<file path="src/design/adbm_pkg.sv">
// ----------------------------------------------------------------------------
// ADB mouse decoder package
// Word types, register indexes, constants and helpers shared by the decoder.
// ----------------------------------------------------------------------------
package adbm_pkg;

    typedef enum logic [1:0] {
        REG_CPI           = 2'd0,
        REG_WHEEL_DIV     = 2'd1,
        REG_SCROLL_BUTTON = 2'd2,
        REG_MAX_ACCEL     = 2'd3
    } cfg_index_t;

    typedef struct packed {
        cfg_index_t  index;
        logic [15:0] value;
    } cfg_word_t;

    typedef struct packed {
        logic [2:0] byte_count;
        logic [7:0] data0;
        logic [7:0] data1;
        logic [7:0] data2;
        logic [7:0] data3;
        logic [7:0] data4;
    } pkt_word_t;

    typedef struct packed {
        logic [7:0]        buttons;
        logic signed [7:0] move_x;
        logic signed [7:0] move_y;
        logic signed [7:0] wheel;
    } rpt_word_t;

    // unpacked packet, before scroll masking and acceleration
    typedef struct packed {
        logic        short_pkt;
        logic [7:0]  buttons;
        logic [15:0] ux;
        logic [15:0] uy;
    } decode_t;

    typedef struct packed {
        logic busy;
        logic done;
    } div_status_t;

    localparam logic [7:0]         FILL_BASE  = 8'h88;
    localparam logic [7:0]         FILL_YNEG  = 8'h70;
    localparam logic [7:0]         FILL_XNEG  = 8'h07;
    localparam logic [15:0]        CPI_HALVE  = 16'd200;
    localparam logic signed [15:0] MOVE_LIMIT = 16'sd127;

    // divider operand widths: |residue - y| stays below 512
    localparam int DIV_NUM_W = 9;
    localparam int DIV_DEN_W = 8;

    function automatic logic signed [7:0] clamp127(input logic signed [15:0] v);
        logic signed [7:0] r;
        if (v > MOVE_LIMIT)
        begin
            r = 8'(MOVE_LIMIT);
        end
        else if (v < -MOVE_LIMIT)
        begin
            r = 8'(-MOVE_LIMIT);
        end
        else
        begin
            r = v[7:0];
        end
        return r;
    endfunction

endpackage

</file>
<file path="src/design/adbm_chan_if.sv">
// ----------------------------------------------------------------------------
// ADB mouse decoder channel
// Valid/ready channel carrying one word of type T per handshake.
// ----------------------------------------------------------------------------
interface adbm_chan_if #(parameter type T = logic);

    logic valid;
    logic ready;
    T     data;

    modport source (output valid, output data, input ready);
    modport sink   (input valid, input data, output ready);

endinterface

</file>
<file path="src/design/adbm_unpack.sv">
// ----------------------------------------------------------------------------
// ADB mouse packet unpacker
// Fills missing bytes with sign-aware pad bytes and splits out buttons and
// the raw 16-bit X/Y deltas.
// ----------------------------------------------------------------------------
module adbm_unpack
    import adbm_pkg::*;
#(
    parameter int PACKET_BYTES = 5
)
(
    input  pkt_word_t word,
    output decode_t   dec
);

    localparam logic [2:0] LEN_MAX = 3'(PACKET_BYTES);

    logic [2:0] len;
    logic [7:0] raw [5];
    logic [7:0] b   [5];
    logic [7:0] last_byte;
    logic       yneg;
    logic       xneg;
    logic [7:0] fill;

    assign raw[0] = word.data0;
    assign raw[1] = word.data1;
    assign raw[2] = word.data2;
    assign raw[3] = word.data3;
    assign raw[4] = word.data4;

    assign len = (word.byte_count > LEN_MAX) ? LEN_MAX : word.byte_count;

    always_comb
    begin
        unique case (len)
            3'd3:    last_byte = raw[2];
            3'd4:    last_byte = raw[3];
            3'd5:    last_byte = raw[4];
            default: last_byte = raw[1];
        endcase
    end

    // two-byte packets carry the signs in bit 6 of each byte
    assign yneg = (len == 3'd2) ? raw[0][6] : last_byte[6];
    assign xneg = (len == 3'd2) ? raw[1][6] : last_byte[2];
    assign fill = FILL_BASE | (yneg ? FILL_YNEG : 8'h00) | (xneg ? FILL_XNEG : 8'h00);

    always_comb
    begin
        for (int i = 0; i < 5; i++)
        begin
            b[i] = (3'(i) < len) ? raw[i] : fill;
        end
    end

    assign dec.short_pkt = (len < 3'd2);
    assign dec.buttons   = ~{b[4][3], b[4][7], b[3][3], b[3][7],
                             b[2][3], b[2][7], b[1][7], b[0][7]};
    assign dec.uy        = {b[4][6:4], b[3][6:4], b[2][6:4], b[0][6:0]};
    assign dec.ux        = {b[4][2:0], b[3][2:0], b[2][2:0], b[1][6:0]};

endmodule

</file>
<file path="src/design/adbm_div.sv">
// ----------------------------------------------------------------------------
// ADB mouse serial divider
// Restoring divider, one quotient bit per cycle, unsigned magnitudes.
// ----------------------------------------------------------------------------
module adbm_div
    import adbm_pkg::*;
(
    input  logic                 clk,
    input  logic                 rst_n,
    input  logic                 start,
    input  logic [DIV_NUM_W-1:0] dividend,
    input  logic [DIV_DEN_W-1:0] divisor,
    output div_status_t          status,
    output logic [DIV_NUM_W-1:0] quotient,
    output logic [DIV_DEN_W-1:0] remainder
);

    localparam int CNT_W = $clog2(DIV_NUM_W + 1);

    logic                 busy_reg;
    logic                 busy_next;
    logic                 done_reg;
    logic                 done_next;
    logic [CNT_W-1:0]     cnt_reg;
    logic [CNT_W-1:0]     cnt_next;
    logic [DIV_NUM_W-1:0] quo_reg;
    logic [DIV_NUM_W-1:0] quo_next;
    logic [DIV_DEN_W:0]   rem_reg;
    logic [DIV_DEN_W:0]   rem_next;
    logic [DIV_DEN_W-1:0] den_reg;
    logic [DIV_DEN_W-1:0] den_next;
    logic [DIV_DEN_W:0]   shifted;
    logic                 fits;

    // partial remainder stays below the divisor, so one shift fits
    assign shifted = {rem_reg[DIV_DEN_W-1:0], quo_reg[DIV_NUM_W-1]};
    assign fits    = (shifted >= {1'b0, den_reg});

    always_comb
    begin
        busy_next = busy_reg;
        done_next = 1'b0;
        cnt_next  = cnt_reg;
        quo_next  = quo_reg;
        rem_next  = rem_reg;
        den_next  = den_reg;
        if (start)
        begin
            busy_next = 1'b1;
            cnt_next  = CNT_W'(DIV_NUM_W);
            quo_next  = dividend;
            rem_next  = '0;
            den_next  = divisor;
        end
        else if (busy_reg)
        begin
            rem_next = fits ? (shifted - {1'b0, den_reg}) : shifted;
            quo_next = {quo_reg[DIV_NUM_W-2:0], fits};
            cnt_next = cnt_reg - 1'b1;
            if (cnt_reg == CNT_W'(1))
            begin
                busy_next = 1'b0;
                done_next = 1'b1;
            end
        end
    end

    always_ff @(posedge clk or negedge rst_n)
    begin
        if (!rst_n)
        begin
            busy_reg <= 1'b0;
            done_reg <= 1'b0;
            cnt_reg  <= '0;
        end
        else
        begin
            busy_reg <= busy_next;
            done_reg <= done_next;
            cnt_reg  <= cnt_next;
        end
    end

    always_ff @(posedge clk)
    begin
        quo_reg <= quo_next;
        rem_reg <= rem_next;
        den_reg <= den_next;
    end

    assign status.busy = busy_reg;
    assign status.done = done_reg;
    assign quotient    = quo_reg;
    assign remainder   = rem_reg[DIV_DEN_W-1:0];

endmodule

</file>
<file path="src/design/adb_mouse_packet_decoder_core.sv">
// ----------------------------------------------------------------------------
// ADB mouse packet decoder core
// Turns one polled extended mouse packet into buttons, clamped accelerated
// movement and scroll wheel steps.
// ----------------------------------------------------------------------------
// Usage:
//   cfg : write channel, always ready. index selects resolution (cpi), wheel
//         divider, scroll button or acceleration cap. Write only while idle.
//   pkt : one packet word per poll (byte_count plus five data bytes).
//   rpt : one report word per packet of two or more bytes. A packet of
//         fewer bytes resets the acceleration factor and gives no report.
// Timing: the core takes one packet at a time; pkt.ready is high only while
//   the sequencer is idle. Unscrolled packets go from accept through the
//   two multiply steps (X, then Y), prep and load to a valid report.
//   Scroll packets add the serial divider between prep and load, 9 quotient
//   bits at one per cycle, then its done strobe, before the report is loaded.
//   Short packets finish at accept. The shared 16x8 multiplier does X then Y.
// Stall: the report sits in an output register. If rpt is not taken, the
//   next packet can still be accepted and processed; it then waits in the
//   load state until the output register frees up.
// Reset: config returns to cpi 100, speed 1, no scroll button, cap 8; the
//   acceleration factor goes to 1 and the scroll residue to 0.
// ----------------------------------------------------------------------------
module adb_mouse_packet_decoder_core
    import adbm_pkg::*;
#(
    parameter int PACKET_BYTES = 5
)
(
    input  logic              clk,
    input  logic              rst_n,
    adbm_chan_if.sink         cfg,
    adbm_chan_if.sink         pkt,
    adbm_chan_if.source       rpt
);

    typedef enum logic [5:0] {
        S_IDLE = 6'b000001,
        S_MULX = 6'b000010,
        S_MULY = 6'b000100,
        S_PREP = 6'b001000,
        S_DIV  = 6'b010000,
        S_LOAD = 6'b100000
    } state_t;

    // config registers
    logic [15:0] cpi_reg;
    logic [7:0]  wheel_div_reg;
    logic [3:0]  scroll_button_reg;
    logic [6:0]  max_accel_reg;

    // control
    state_t      state_reg;
    state_t      state_next;
    logic [6:0]  factor_reg;
    logic [6:0]  factor_next;
    logic signed [9:0] residue_reg;
    logic signed [9:0] residue_next;
    logic        rpt_valid_reg;
    logic        rpt_valid_next;

    // per-packet working registers
    logic [7:0]        btn_reg;
    logic              scroll_reg;
    logic [15:0]       ux_reg;
    logic [15:0]       uy_reg;
    logic signed [7:0] mx_reg;
    logic signed [7:0] my_reg;
    logic              st_neg_reg;
    rpt_word_t         rpt_data_reg;
    rpt_word_t         rpt_data_next;

    decode_t           dec;
    logic              pkt_fire;
    logic [7:0]        btn_mask;
    logic [15:0]       mul_a;
    logic signed [23:0] prod;
    logic signed [7:0] mul_clamped;
    logic signed [9:0] st;
    logic [9:0]        st_mag;
    logic [DIV_DEN_W-1:0] divisor;
    logic              div_start;
    div_status_t       div_status;
    logic [DIV_NUM_W-1:0] div_quo;
    logic [DIV_DEN_W-1:0] div_rem;
    logic [6:0]        cap;
    logic              out_free;
    logic [7:0]        wheel_val;

    adbm_unpack #(
        .PACKET_BYTES (PACKET_BYTES)
    ) u_unpack (
        .word (pkt.data),
        .dec  (dec)
    );

    adbm_div u_div (
        .clk       (clk),
        .rst_n     (rst_n),
        .start     (div_start),
        .dividend  (st_mag[DIV_NUM_W-1:0]),
        .divisor   (divisor),
        .status    (div_status),
        .quotient  (div_quo),
        .remainder (div_rem)
    );

    assign cfg.ready = 1'b1;
    assign pkt.ready = (state_reg == S_IDLE);
    assign pkt_fire  = pkt.valid && pkt.ready;
    assign rpt.valid = rpt_valid_reg;
    assign rpt.data  = rpt_data_reg;
    assign out_free  = !rpt_valid_reg || rpt.ready;

    // scroll buttons above eight select nothing
    assign btn_mask = ((scroll_button_reg != 4'd0) && (scroll_button_reg <= 4'd8))
                    ? (8'h01 << 3'(scroll_button_reg - 4'd1)) : 8'h00;

    // shared multiplier: X in the first step, Y in the second
    assign mul_a       = (state_reg == S_MULX) ? ux_reg : uy_reg;
    assign prod        = $signed(mul_a) * $signed({1'b0, factor_reg});
    assign mul_clamped = clamp127($signed(prod[15:0]));

    // scroll accumulation: residue minus Y, split into sign and magnitude
    assign st       = residue_reg - 10'(my_reg);
    assign st_mag   = st[9] ? (10'd0 - st) : st;
    assign divisor  = (wheel_div_reg == 8'd0) ? 8'd1 : wheel_div_reg;
    assign div_start = (state_reg == S_PREP) && scroll_reg;

    assign cap       = (cpi_reg < CPI_HALVE) ? max_accel_reg : (max_accel_reg >> 1);
    assign wheel_val = 8'(st_neg_reg ? (9'd0 - div_quo) : div_quo);

    always_comb
    begin
        state_next     = state_reg;
        factor_next    = factor_reg;
        residue_next   = residue_reg;
        rpt_valid_next = rpt_valid_reg;
        rpt_data_next  = rpt_data_reg;

        if (rpt_valid_reg && rpt.ready)
        begin
            rpt_valid_next = 1'b0;
        end

        unique case (state_reg)
            S_IDLE:
            begin
                if (pkt_fire)
                begin
                    if (dec.short_pkt)
                    begin
                        factor_next = 7'd1;
                    end
                    else
                    begin
                        state_next = S_MULX;
                    end
                end
            end
            S_MULX:
            begin
                state_next = S_MULY;
            end
            S_MULY:
            begin
                state_next = S_PREP;
            end
            S_PREP:
            begin
                state_next = scroll_reg ? S_DIV : S_LOAD;
            end
            S_DIV:
            begin
                if (div_status.done)
                begin
                    state_next = S_LOAD;
                end
            end
            S_LOAD:
            begin
                if (out_free)
                begin
                    rpt_valid_next        = 1'b1;
                    rpt_data_next.buttons = btn_reg;
                    if (scroll_reg)
                    begin
                        rpt_data_next.move_x = '0;
                        rpt_data_next.move_y = '0;
                        rpt_data_next.wheel  = $signed(wheel_val);
                        residue_next = st_neg_reg ? (10'sd0 - $signed(10'(div_rem)))
                                                  : $signed(10'(div_rem));
                    end
                    else
                    begin
                        rpt_data_next.move_x = mx_reg;
                        rpt_data_next.move_y = my_reg;
                        rpt_data_next.wheel  = '0;
                        residue_next         = '0;
                    end
                    if (factor_reg < cap)
                    begin
                        factor_next = factor_reg + 7'd1;
                    end
                    state_next = S_IDLE;
                end
            end
            default:
            begin
                state_next = S_IDLE;
            end
        endcase
    end

    always_ff @(posedge clk or negedge rst_n)
    begin
        if (!rst_n)
        begin
            cpi_reg           <= 16'd100;
            wheel_div_reg     <= 8'd1;
            scroll_button_reg <= 4'd0;
            max_accel_reg     <= 7'd8;
            state_reg         <= S_IDLE;
            factor_reg        <= 7'd1;
            residue_reg       <= '0;
            rpt_valid_reg     <= 1'b0;
        end
        else
        begin
            if (cfg.valid && cfg.ready)
            begin
                unique case (cfg.data.index)
                    REG_CPI:           cpi_reg           <= cfg.data.value;
                    REG_WHEEL_DIV:     wheel_div_reg     <= cfg.data.value[7:0];
                    REG_SCROLL_BUTTON: scroll_button_reg <= cfg.data.value[3:0];
                    REG_MAX_ACCEL:     max_accel_reg     <= cfg.data.value[6:0];
                endcase
            end
            state_reg     <= state_next;
            factor_reg    <= factor_next;
            residue_reg   <= residue_next;
            rpt_valid_reg <= rpt_valid_next;
        end
    end

    // payload, no reset
    always_ff @(posedge clk)
    begin
        if (pkt_fire)
        begin
            scroll_reg <= (dec.buttons & btn_mask) != 8'h00;
            btn_reg    <= dec.buttons & ~btn_mask;
            ux_reg     <= dec.ux;
            uy_reg     <= dec.uy;
        end
        if (state_reg == S_MULX)
        begin
            mx_reg <= mul_clamped;
        end
        if (state_reg == S_MULY)
        begin
            my_reg <= mul_clamped;
        end
        if (state_reg == S_PREP)
        begin
            st_neg_reg <= st[9];
        end
        rpt_data_reg <= rpt_data_next;
    end

endmodule

</file>
<file path="src/flat_wrapper.sv">
// flat-port wrapper written by rule: the top's interface ports become plain ports
module adb_mouse_packet_decoder_core_flat import adbm_pkg::*;
#(
    parameter int PACKET_BYTES = 5
)
  (clk, rst_n, cfg_valid, cfg_data, cfg_ready, pkt_valid, pkt_data, pkt_ready, rpt_valid, rpt_data, rpt_ready);
  adbm_chan_if #(.T(cfg_word_t)) cfg_i ();
  adbm_chan_if #(.T(pkt_word_t)) pkt_i ();
  adbm_chan_if #(.T(rpt_word_t)) rpt_i ();
  input  logic clk;
  input  logic rst_n;
  input wire logic [$bits(cfg_i.valid)-1:0] cfg_valid;
  input wire logic [$bits(cfg_i.data)-1:0] cfg_data;
  output wire logic [$bits(cfg_i.ready)-1:0] cfg_ready;
  input wire logic [$bits(pkt_i.valid)-1:0] pkt_valid;
  input wire logic [$bits(pkt_i.data)-1:0] pkt_data;
  output wire logic [$bits(pkt_i.ready)-1:0] pkt_ready;
  output wire logic [$bits(rpt_i.valid)-1:0] rpt_valid;
  output wire logic [$bits(rpt_i.data)-1:0] rpt_data;
  input wire logic [$bits(rpt_i.ready)-1:0] rpt_ready;
  assign cfg_i.valid = cfg_valid;
  assign cfg_i.data = cfg_data;
  assign cfg_ready = cfg_i.ready;
  assign pkt_i.valid = pkt_valid;
  assign pkt_i.data = pkt_data;
  assign pkt_ready = pkt_i.ready;
  assign rpt_valid = rpt_i.valid;
  assign rpt_data = rpt_i.data;
  assign rpt_i.ready = rpt_ready;
  adb_mouse_packet_decoder_core #(.PACKET_BYTES(PACKET_BYTES)) u_core (.clk(clk), .rst_n(rst_n), .cfg(cfg_i), .pkt(pkt_i), .rpt(rpt_i));
endmodule
</file>
<file path="config.mk">
export PLATFORM = sky130hd
export DESIGN_NAME = adb_mouse_packet_decoder_core_flat
export DESIGN_NICKNAME = d
export VERILOG_FILES = /design/src/design/adbm_pkg.sv /design/src/design/adbm_chan_if.sv /design/src/design/adbm_unpack.sv /design/src/design/adbm_div.sv /design/src/design/adb_mouse_packet_decoder_core.sv /design/src/flat_wrapper.sv
export SDC_FILE = /design/constraint.sdc
export NUM_CORES = 1
export LEC_CHECK = 0
export BUFFER_PORTS_ARGS = -buffer_cell sky130_fd_sc_hd__buf_2
export CORE_ASPECT_RATIO = 0.7
export CORE_UTILIZATION = 40
export DETAILED_ROUTE_END_ITERATION = 12
export SYNTH_ARGS = -nofsm -noshare
export SYNTH_HDL_FRONTEND = slang
export SYNTH_SLANG_ARGS = --single-unit
export TNS_END_PERCENT = 10
</file>
<file path="constraint.sdc">
create_clock -name clk -period 17.1 [get_ports clk]
set_input_delay 2.565 -clock clk [delete_from_list [all_inputs] [get_ports clk]]
set_output_delay 2.565 -clock clk [all_outputs]
set_load 0.02 [all_outputs]
</file>
==> metrics.txt <==
startpoint of the lowest-slack register-to-register path=u_core.state_reg[2]; count of boundary I/O pins=101; post-route antenna net violation count=0; Synth top area share=28.1%; num rows=51; setup ws final=10.28 ns; depth of the CTS H-tree=4; Worst Path Required=17.28 ns; starting utilization of the core area=40.9%; Data arrival, critical path=6.99 ns; number of clock sinks seen by CTS=176; setup repair after global routing missed its margin=no; pwr/cell area=121 nW/um2; Hold Crit Class=flop to flop; number of nets in the synthesized netlist=1259; horizontal extent of the die=204 um; wire length of the first global-routing pass=40500 um; Cells after Synth=1078; Startpoint Class=flop; placed wire-length estimate=19000 um; largest net degree at the start of global routing=62; share of final-layout standard cells stronger than drive strength 1=16.4%; maximum fanout encountered on the critical timing path=15; crit path launch=u_core.state_reg[2]; final-layout setup total negative slack=0 ns; count of buffers from port buffering=99; area growth from synthesis to layout=12.4%; type of the worst setup path=flop to flop; die area=29200 um2; floorplan die height=143 um; reported leakage power=5.80 nW; aggregate global-route resource usage=17.7%; Clock Tree Root=clkbuf_16; count of fill cells added during filler insertion=2643; vias per std cell=5.03; Final Util=45.9%; number of violations of the max-capacitance limit=0; Critical R2R Capture=u_core.my_reg[6]; clock-pin transition on the worst setup and hold timing paths=0.07 ns; prevailing post-synth register cell=edfxtp_1; Setup Skew=0.0123 ns; Worst VDD drop=0.0733 mV; share of flip-flops with an asynchronous set or reset after synthesis=34.7%; largest cells by area after synthesis=edfxtp_1, dfrtp_1, fa_1; final number of hold-violating endpoints=0; number of synthesized flops with an enable pin=107; proportion of synthesized chip area in sequential cells=43.0%; post-synthesis cell type count=71; minimum clock period after layout=6.82 ns; post-synthesis sequential element count=176; Synth warnings=0; Floorplan Core Area=27900 um2; number of max-slew violations in the final report=0; cts-stage hold buffer count=0; final setup fails=0; setup slack at placement=10.30 ns; vias post-DR=7766; initial DRC count=548; number of inserted diodes=0; CTS tree=built; cells resized by post-CTS repair=0; Worst Hold Path Cells=0; critical path endpoint category=flop; start point of the worst min-delay path=u_core.btn_reg[2]; DRC errors left=0; number of global-route vias before repair=7552; aggregate global routing overflow=0; maximum clock insertion buffer count=2; final routed wirelength across all metal layers=24800 um; end point of the most critical hold path=u_core.rpt.data[26]; status=complete, no violations; worst slew margin relative to its limit=34.3%; clk_lat worst skew=0.44 ns; count of nets after finishing=1342; slack of the worst reg-to-reg path=10.28 ns; mean instance size in the synthesized netlist=10.6 um2; global placer's final weighted congestion=0.853; worst-margin pin slew=0.981 ns; CTS buffer count=17; final period utilization=39.9%; Cell Area, Synth=11400 um2; flip-flop count of the largest register, all copies and words added=32; Setup Buffers After CTS=0; Worst Reg-to-Reg Cells=19; mean routed wirelength per cell=16.0 um; Highest Clock Rate=147 MHz; cell accounting for the most synthesized area=edfxtp_1; total power=1.56 mW; detailed-routing iteration count for the pre-antenna-repair pass=5; initial antenna violation count=0
## synth_stat cells (3+ instances only)
cell type and number:
inv_1 113, edfxtp_1 107, nor2_1 98, nand2_1 74, ha_1 61, dfrtp_1 55
fa_1 54, nor2b_1 54, a21o_1 38, mux2_2 36, clkbuf_1 35, o21ai_0 35
xnor2_1 32, nand2b_1 28, mux2i_1 27, a21oi_1 23, xor2_1 20, nor3_1 18
nand3_1 15, and2_1 14, a211oi_1 11, o31ai_1 10, dfxtp_1 8, o21a_1 8
dfstp_2 6, nand3b_1 6, nor3b_1 6, a31oi_1 5, nand4_1 5, nor4_1 5
o21bai_1 5, o22ai_1 5, or3_1 5, and3_1 4, o211ai_1 4, o32ai_1 3
or2_2 3, or4_1 3
## cell type report
class / count / area, um2 / share of cell area [%]
Clock inverter: 15 / 144 / 1.12
Timing Repair Buffer: 103 / 526 / 4.09
Tap cell: 371 / 464 / 3.62
Multi-Input combinational cell: 747 / 5930 / 46.2
Clock buffer: 17 / 425 / 3.31
Inverter: 116 / 440 / 3.43
Sequential cell: 176 / 4910 / 38.2
## routing by layer
metal	global-route usage [%]	part of all wire [%]	vias to the layer above
met5	0	0	-
met4	3.61	0.57	0
met3	3.13	4.4	15
met2	24.3	40	179
met1	28.5	55	3724
li1	-	-	3848
## critical path, stage by stage, from the launching register on
cell and delay [ns]:
dfrtp_1 0.46, or4_4 0.55, or2_1 0.51, mux2i_1 0.71
nor2b_1 0.15, fa_1 0.48, fa_1 0.51, fa_1 0.50
inv_1 0.06, fa_1 0.52, inv_1 0.04, ha_1 0.21
or3_1 0.40, o2111ai_1 0.20, nand2b_1 0.08, a21oi_1 0.21
o21ai_0 0.13, xnor3_2 0.48, o21ai_2 0.13, a21o_1 0.21
## cell usage in the layout (no fill, tap or decap), drive strengths merged, types with 6 or more instances in the layout
cell type | Yosys | layout
inv | 113 | 123
edfxtp | 107 | 107
buf | 4 | 103
nor2 | 98 | 98
nand2 | 75 | 75
ha | 61 | 61
dfrtp | 55 | 55
nor2b | 54 | 54
fa | 54 | 54
mux2 | 39 | 39
a21o | 38 | 38
o21ai | 36 | 36
xnor2 | 32 | 32
nand2b | 28 | 28
mux2i | 27 | 27
a21oi | 23 | 23
xor2 | 20 | 20
nor3 | 18 | 18
clkbuf | 35 | 17
nand3 | 15 | 15
and2 | 14 | 14
a211oi | 11 | 11
o31ai | 10 | 10
o21a | 8 | 8
dfxtp | 8 | 8
nand3b | 6 | 6
dfstp | 6 | 6
nor3b | 6 | 6
clkinv | 3 | 6
## stage by stage
stage / hold slack (ns) / cells / cell area (um2)
after CTS: 0.428 / 1545 / 12800
after floorplan: 0.400 / 1078 / 11400
after detailed placement: 0.407 / 1513 / 12300
final: 0.427 / 1545 / 12800
after global routing: 0.446 / 1545 / 12800
after global placement: 0.400 / 1513 / 12300
## cell families (layout without fill, tap and decap cells)
| kind of cell | after synthesis | after routing | synth area share [%] |
|---|---|---|---|
| adder cells (fa/ha/maj) | 115 | 115 | 16.1 |
| multiplexers | 66 | 66 | 6.24 |
| flip-flops | 176 | 176 | 43.0 |
| other | 1 | 1 | 0.0328 |
| AND/OR/NAND/NOR | 347 | 347 | 15.2 |
| XOR/XNOR | 53 | 53 | 4.19 |
| AO/OA/AOI/OAI | 165 | 165 | 9.88 |
| buffers and inverters | 155 | 251 | 5.31 |
## report_power, final
group	leakage, nW	total, mW	internal, mW	switching [mW]
sequential	1.81	0.620	0.556	0.0642
combinational	3.72	0.562	0.233	0.329
clock	0.277	0.377	0.194	0.183
## worst max-delay path by stage
stage,endpoint,slack [ns],cells past startpoint
2_1_floorplan,u_core.mx_reg[5],10.83,23
3_3_place_gp,u_core.mx_reg[6],10.46,20
3_5_place_dp,u_core.mx_reg[6],10.30,19
4_1_cts,u_core.mx_reg[6],10.28,19
5_1_grt,u_core.my_reg[0],9.83,20
6_report,u_core.my_reg[6],10.28,19
Power figures use the tool's default switching activity.
